## src/sv/bsdo_pkg.sv

```systemverilog
// ----------------------------------------------------------------------------
// bsdo_pkg
// Shared types and codes for the bounded drop-oldest record stack.
// ----------------------------------------------------------------------------
`default_nettype none

package bsdo_pkg;

   // operation codes
   localparam logic [1:0] OP_PUSH  = 2'd0;
   localparam logic [1:0] OP_POP   = 2'd1;
   localparam logic [1:0] OP_CLEAR = 2'd2;
   localparam logic [1:0] OP_PEEK  = 2'd3;

   // result status codes
   localparam logic [1:0] ST_DONE    = 2'd0;
   localparam logic [1:0] ST_RECORD  = 2'd1;
   localparam logic [1:0] ST_EVICTED = 2'd2;
   localparam logic [1:0] ST_EMPTY   = 2'd3;

   localparam int unsigned NAME_W = 64;
   localparam int unsigned KIND_W = 8;
   localparam int unsigned VALUE_W = 32;
   localparam int unsigned OCC_W = 4;

   // one stored record
   typedef struct packed {
      logic        [NAME_W-1:0]  name_tag;
      logic        [KIND_W-1:0]  kind;
      logic signed [VALUE_W-1:0] value;
   } record_type;

endpackage

`default_nettype wire

```

## src/sv/bounded_stack_drop_oldest_core.sv

```systemverilog
// ----------------------------------------------------------------------------
// bounded_stack_drop_oldest_core
// Bounded LIFO of records; a push onto a full stack evicts the oldest entry.
// ----------------------------------------------------------------------------
// Usage:
//   Items enter on start/req_* and are taken when start is high and busy
//   is low. opcode selects push, pop, clear or peek; the record fields are
//   only used on push.
//   Every item gives exactly one result on rsp_*, marked by rsp_strobe
//   for one cycle, in the cycle after the item was taken. The receiver
//   cannot hold results off.
//   A new item cannot be taken while a result is out, because of the
//   registered read of the record RAM: the entry read at the accept edge
//   is returned (and, on an eviction, overwritten) in the following cycle,
//   during which busy is high.
//   Records live in a circular buffer in one RAM; a bottom pointer and a
//   count locate the oldest and newest entries, so an eviction just moves
//   the bottom pointer and reuses its slot for the new record.
//   Reset empties the stack at once (count cleared); the RAM is not cleared
//   and no entry is read before it has been written.
// ----------------------------------------------------------------------------
`default_nettype none

module bounded_stack_drop_oldest_core #(
   parameter int unsigned STACK_DEPTH = 8
) (
   input  wire                 clock,
   input  wire                 reset,
   // item channel
   input  wire                 start,
   output logic                busy,
   input  wire  [1:0]          req_opcode,
   input  wire  [63:0]         req_name_tag,
   input  wire  [7:0]          req_kind,
   input  wire  signed [31:0]  req_value,
   // result channel
   output logic                rsp_strobe,
   output logic [1:0]          rsp_status,
   output logic [63:0]         rsp_out_name_tag,
   output logic [7:0]          rsp_out_kind,
   output logic signed [31:0]  rsp_out_value,
   output logic [3:0]          rsp_occupancy
);

   localparam int unsigned AW = $clog2(STACK_DEPTH);
   localparam int unsigned CW = $clog2(STACK_DEPTH + 1);
   localparam int unsigned SW = CW + 1;
   localparam int unsigned RW = $bits(bsdo_pkg::record_type);
   localparam logic [CW-1:0] DEPTH_C = CW'(STACK_DEPTH);
   localparam logic [SW-1:0] DEPTH_S = SW'(STACK_DEPTH);

   // control and payload registers
   logic                     busy_ff, busy_in;
   logic [CW-1:0]            count_ff, count_in;
   logic [AW-1:0]            bottom_ff, bottom_in;
   logic [1:0]               status_ff, status_in;
   logic [AW-1:0]            addr_ff, addr_in;
   bsdo_pkg::record_type     rec_ff, rec_in;

   logic                     accept;
   bsdo_pkg::record_type     req_rec;
   logic [SW-1:0]            sum_top, sum_last;
   logic [AW-1:0]            slot_top, slot_last, bottom_next;
   logic                     full, empty;
   logic                     ram_wr_en, ram_rd_en;
   logic [AW-1:0]            ram_wr_addr, ram_rd_addr;
   bsdo_pkg::record_type     ram_wr_data;
   logic [RW-1:0]            ram_rd_data;
   bsdo_pkg::record_type     rd_rec;
   logic [CW+3:0]            occ_ext;

   assign accept = start && !busy_ff;
   assign full   = (count_ff == DEPTH_C);
   assign empty  = (count_ff == '0);

   assign req_rec.name_tag = req_name_tag;
   assign req_rec.kind     = req_kind;
   assign req_rec.value    = req_value;

   // circular slot arithmetic: sums stay below twice the depth
   always_comb begin
      sum_top  = SW'(bottom_ff) + SW'(count_ff);
      sum_last = sum_top - SW'(1);
      if (sum_top >= DEPTH_S) begin
         sum_top = sum_top - DEPTH_S;
      end
      if (sum_last >= DEPTH_S) begin
         sum_last = sum_last - DEPTH_S;
      end
      slot_top  = sum_top[AW-1:0];
      slot_last = sum_last[AW-1:0];
      if (SW'(bottom_ff) == DEPTH_S - SW'(1)) begin
         bottom_next = '0;
      end else begin
         bottom_next = bottom_ff + AW'(1);
      end
   end

   // item decode at the accept edge
   always_comb begin
      busy_in     = 1'b0;
      count_in    = count_ff;
      bottom_in   = bottom_ff;
      status_in   = status_ff;
      addr_in     = addr_ff;
      rec_in      = rec_ff;
      ram_rd_en   = 1'b0;
      ram_rd_addr = slot_last;
      ram_wr_en   = 1'b0;
      ram_wr_addr = slot_top;
      ram_wr_data = req_rec;
      if (busy_ff) begin
         // busy cycle: an eviction reuses the old bottom slot
         if (status_ff == bsdo_pkg::ST_EVICTED) begin
            ram_wr_en   = 1'b1;
            ram_wr_addr = addr_ff;
            ram_wr_data = rec_ff;
         end
      end else if (accept) begin
         busy_in = 1'b1;
         case (req_opcode)
            bsdo_pkg::OP_PUSH: begin
               if (full) begin
                  status_in   = bsdo_pkg::ST_EVICTED;
                  ram_rd_en   = 1'b1;
                  ram_rd_addr = bottom_ff;
                  addr_in     = bottom_ff;
                  rec_in      = req_rec;
                  bottom_in   = bottom_next;
               end else begin
                  status_in = bsdo_pkg::ST_DONE;
                  ram_wr_en = 1'b1;
                  count_in  = count_ff + CW'(1);
               end
            end
            bsdo_pkg::OP_POP: begin
               if (empty) begin
                  status_in = bsdo_pkg::ST_EMPTY;
               end else begin
                  status_in = bsdo_pkg::ST_RECORD;
                  ram_rd_en = 1'b1;
                  count_in  = count_ff - CW'(1);
               end
            end
            bsdo_pkg::OP_CLEAR: begin
               status_in = bsdo_pkg::ST_DONE;
               count_in  = '0;
            end
            bsdo_pkg::OP_PEEK: begin
               if (empty) begin
                  status_in = bsdo_pkg::ST_EMPTY;
               end else begin
                  status_in = bsdo_pkg::ST_RECORD;
                  ram_rd_en = 1'b1;
               end
            end
            default: begin
               status_in = bsdo_pkg::ST_DONE;
            end
         endcase
      end
   end

   // control state
   always_ff @(posedge clock) begin
      if (reset) begin
         busy_ff   <= 1'b0;
         count_ff  <= '0;
         bottom_ff <= '0;
      end else begin
         busy_ff   <= busy_in;
         count_ff  <= count_in;
         bottom_ff <= bottom_in;
      end
   end

   // payload state
   always_ff @(posedge clock) begin
      status_ff <= status_in;
      addr_ff   <= addr_in;
      rec_ff    <= rec_in;
   end

   // record store
   bsdo_ram #(
      .WIDTH (RW),
      .DEPTH (STACK_DEPTH)
   ) u_ram (
      .clock   (clock),
      .wr_en   (ram_wr_en),
      .wr_addr (ram_wr_addr),
      .wr_data (ram_wr_data),
      .rd_en   (ram_rd_en),
      .rd_addr (ram_rd_addr),
      .rd_data (ram_rd_data)
   );

   // result drive: record fields only for returned or evicted records
   assign rd_rec  = bsdo_pkg::record_type'(ram_rd_data);
   assign occ_ext = {4'd0, count_ff};

   always_comb begin
      busy          = busy_ff;
      rsp_strobe    = busy_ff;
      rsp_status    = status_ff;
      rsp_occupancy = occ_ext[3:0];
      if (status_ff == bsdo_pkg::ST_RECORD || status_ff == bsdo_pkg::ST_EVICTED) begin
         rsp_out_name_tag = rd_rec.name_tag;
         rsp_out_kind     = rd_rec.kind;
         rsp_out_value    = rd_rec.value;
      end else begin
         rsp_out_name_tag = '0;
         rsp_out_kind     = '0;
         rsp_out_value    = '0;
      end
   end

endmodule

`default_nettype wire

```

## src/sv/bsdo_ram.sv

```systemverilog
// ----------------------------------------------------------------------------
// bsdo_ram
// Generic single-write, single-read RAM with a registered read port.
// ----------------------------------------------------------------------------
`default_nettype none

module bsdo_ram #(
   parameter int unsigned WIDTH = 8,
   parameter int unsigned DEPTH = 8
) (
   input  wire                             clock,
   input  wire                             wr_en,
   input  wire  [$clog2(DEPTH)-1:0]        wr_addr,
   input  wire  [WIDTH-1:0]                wr_data,
   input  wire                             rd_en,
   input  wire  [$clog2(DEPTH)-1:0]        rd_addr,
   output logic [WIDTH-1:0]                rd_data
);

   logic [WIDTH-1:0] mem [DEPTH];

   always_ff @(posedge clock) begin
      if (wr_en) begin
         mem[wr_addr] <= wr_data;
      end
      if (rd_en) begin
         rd_data <= mem[rd_addr];
      end
   end

endmodule

`default_nettype wire

```

## config.mk

```make
export PLATFORM = sky130hd
export DESIGN_NAME = bounded_stack_drop_oldest_core
export DESIGN_NICKNAME = d
export VERILOG_FILES = /design/src/sv/bsdo_pkg.sv /design/src/sv/bounded_stack_drop_oldest_core.sv /design/src/sv/bsdo_ram.sv
export SDC_FILE = /design/constraint.sdc
export NUM_CORES = 1
export LEC_CHECK = 0
export ABC_CLOCK_PERIOD_IN_PS = 12100
export BUFFER_PORTS_ARGS = -buffer_cell sky130_fd_sc_hd__buf_2
export CAP_MARGIN = 20
export CORE_UTILIZATION = 55
export CTS_CLUSTER_SIZE = 25
export DETAILED_ROUTE_END_ITERATION = 12
export GPL_ROUTABILITY_DRIVEN = 0
export PLACE_DENSITY = 0.7
export SYNTH_ARGS = -nofsm -noshare
export SYNTH_HDL_FRONTEND = slang
export SYNTH_SLANG_ARGS = --single-unit
```

## constraint.sdc

```tcl
create_clock -name clock -period 12.1 [get_ports clock]
set_input_delay 2.42 -clock clock [delete_from_list [all_inputs] [get_ports clock]]
set_output_delay 2.42 -clock clock [all_outputs]
set_load 0.03 [all_outputs]
```

==> impl_metrics.csv <==
group,metric,value,unit
run_status,status,"finished, final reports clean",
cts,clockBufferDepth,3,
synth,async_flop_share,0,%
worst_setup_path,r2r_slack,7.62,ns
hold_path,hold_path_class,"flop to flop",
floorplanning,die-area,0.0770,mm2
cts,postCtsHoldBufs,0,
floorplanning,rows,100,
detailed_routing,wirelength,96100,um
placement,place_area,0.0435,mm2
floorplanning,die-height,278,um
sta,finalCritPeriodShare,47.8,%
worst_setup_path,r2r-start,"rsp_occupancy[0]",
synth,netlist.area_leader.share,75.2,%
global_route,grt_overflow,0,
cts,path_clk_slew,0.06,ns
worst_setup_path,crit_fanout,50,
detailed_routing,wl_per_cell,25.9,um
final_layout,fill_cells,5347,
cts,cts_buffers,103,
final_layout,drive_gt1_share,20.8,%
detailed_routing,drtAntennaViolNets,0,
sta,holdWs,0.554,ns
synth,ys_warn_count,0,
final_layout,fin_util,62.5,%
synth,syn-num-nets,2628,
synth,synth_cells,2511,
sta,drv_slew,0,
cts,postCtsSetupBuffers,0,
final_layout,area_growth,12.0,%
global_route,grt_pass1_wl,143000,um
global_route,grt_pass1_vias,23500,
cts,clock_sink_count,1053,
sta,setup_ws,6.31,ns
synth,yosys-top-cells-area,"edfxtp_1 (75%), a211oi_1 (7.1%), and3_1 (6.2%), mux2_2 (2.8%), nor2b_1 (1.6%)",
cts,clk_latency,0.66,ns
final_layout,design_area,0.0468,mm2
floorplanning,io_pins,221,
synth,synth_top_cell_by_area,"edfxtp_1",
detailed_routing,via_per_inst,6.30,
sta,max_freq,173,MHz
synth,synth_top_family_by_area,"simple AND/OR/NAND/NOR gates",
sta,finalSetupTns,0,ns
detailed_routing,initialDrtViolationCount,2235,
detailed_routing,vias,23400,
power_and_ir_drop,powerDensity,171,mW/mm2
synth,synth_edf_count,1045,
worst_setup_path,crit_path_end,"u_ram.mem[2][18]",
sta,min_period,5.79,ns
worst_setup_path,crit_start,"req_opcode[1]",
sta,rsz0062_at_grt,"false",
placement,dpl_worst_slack,5.63,ns
global_route,grt_start_max_net_pins,297,
sta,worst_pin_slew,1.31,ns
power_and_ir_drop,leakage,15.6,nW
sta,hold_viol,0,
final_layout,final_nets,2781,
synth,synthesis.area,0.0418,mm2
sta,fin_worst_skew,0.0249,ns
floorplanning,die_x,278,um
cts,cts_tree,"done",
synth,synth-compound-area-share,8.13,%
job,cap_violations,0,
cts,htree_levels,3,
final_layout,mostFrequentLayoutCell,"edfxtp_1",
final_layout,final_cell_mix,"edfxtp_1 (1045), and3_1 (416), a211oi_1 (396)",
detailed_routing,drc,0,
synth,synthMuxAreaShare,2.92,%
placement,port_buffers,220,
floorplanning,fp.coreArea,0.0748,mm2
cts,cts_root_buf,"clkbuf_16",
detailed_routing,drt_first_pass_iters,5,
synth,synth-seq-cells,1053,
synth,synth_adder_area_share,0.276,%
worst_setup_path,end_kind,"flop",
synth,avgSynthCellArea,16.6,um2
worst_setup_path,rr_worst_depth,10,
synth,ys_types,50,
sta,relSlewSlack,12.5,%
final_layout,multi_input_area,0.00930,mm2
sta,setup_viol,0,
synth,yosys.area_share.simple,10.6,%
power_and_ir_drop,vdd_drop_max,0.000150,V
synth,synth-main-ff-cell,"edfxtp_1",
worst_setup_path,required,12.38,ns
global_route,antenna_found_initial,8,
worst_setup_path,worst_r2r_endpoint,"u_ram.rd_data[16]",
floorplanning,initial_utilization,55.8,%
global_route,grt.total_usage,24.5,%
final_layout,regArea,0.0315,mm2
placement,dp_hpwl,47200,um
worst_setup_path,worst_ep_arrival_time,6.06,ns
synth,synth-xor-area-share,0.138,%
worst_setup_path,worstSetupPathType,"input pin to flop",
cts,cts_resized,0,
worst_setup_path,start_kind,"input pin",
synth,ys_seq_area_share,75.5,%
==> cell type report <==
class	count	share of cell area (%)
Sequential cell	1053	67.5
Multi-Input combinational cell	1242	19.9
Clock inverter	54	1.04
Tap cell	969	2.59
Antenna cell	1	0.00535
Inverter	7	0.0562
Clock buffer	133	5.89
Timing Repair Buffer	257	3.07
==> cell families (layout without fill, tap and decap cells) <==
kind of cell | count (synthesis) | count (layout)
AO/OA/AOI/OAI | 440 | 440
XOR/XNOR | 5 | 5
other | 0 | 1
multiplexers | 109 | 109
AND/OR/NAND/NOR | 680 | 680
adder cells (fa/ha/maj) | 8 | 8
buffers and inverters | 216 | 451
flip-flops | 1053 | 1053
==> sequential cells by signal, summed over array words and instances (netlist names) <==
register,cells
addr_ff,3
rsp_status,2
u_ram.rd_data,104
bottom_ff,3
u_ram.mem,832
rsp_occupancy,4
busy,1
rec_ff,104
==> critical path, stage by stage <==
cell and delay (ns):
buf_2 0.14, or4b_4 0.58, or3_1 0.42, a21oi_1 0.23, a2bb2oi_1 0.18, nor2_4 0.54, buf_4 0.82, buf_4 0.67
==> cell usage after synthesis, drive strengths merged (2+ instances only) <==
master / number
a211oi: 416
a21oi: 9
a22oi: 3
a31oi: 2
and2: 5
and3: 416
buf: 89
clkbuf: 120
dfxtp: 8
edfxtp: 1045
fa: 2
ha: 6
inv: 7
mux2: 104
mux2i: 5
nand2: 6
nand2b: 3
nor2: 21
nor2b: 109
nor3: 2
nor4: 106
nor4b: 2
o21ai: 3
or3: 3
or4b: 2
xnor2: 2
xor2: 2
==> worst min-delay path by stage <==
| stage | startpoint | end | slack, ns | depth (start not counted) |
|---|---|---|---|---|
| 4_1_cts | bottom_ff[1] | addr_ff[1] | 0.56 | 0 |
| 2_1_floorplan | bottom_ff[1] | addr_ff[1] | 0.50 | 0 |
| 5_1_grt | bottom_ff[0] | addr_ff[0] | 0.57 | 0 |
| 3_3_place_gp | bottom_ff[1] | addr_ff[1] | 0.54 | 0 |
| 6_report | bottom_ff[1] | addr_ff[1] | 0.55 | 0 |
| 3_5_place_dp | bottom_ff[1] | addr_ff[1] | 0.54 | 0 |
==> through the flow <==
stage | std cells | power, W
after floorplan | 2511 | 0.00474
after global placement | 3527 | 0.00496
after detailed placement | 3527 | 0.00499
after CTS | 3714 | 0.00805
after global routing | 3715 | 0.00823
final | 3716 | 0.00800
==> per-layer routing <==
metal  wire, um  vias up  track usage [%]
li1           -    10500                -
met1      40500    12000             33.4
met2      47400      787             40.7
met3       5420      192             3.71
met4       2710       14             7.96
met5         77        -                0
==> power by group <==
part,total (W),switching (W),internal (W)
Combinational,0.000778,0.000547,0.000231
Sequential,0.00413,0.0000179,0.00411
Clock,0.00309,0.00132,0.00177
Total,0.00800,0.00188,0.00612
Note: power is estimated with default switching activity, not from simulation.
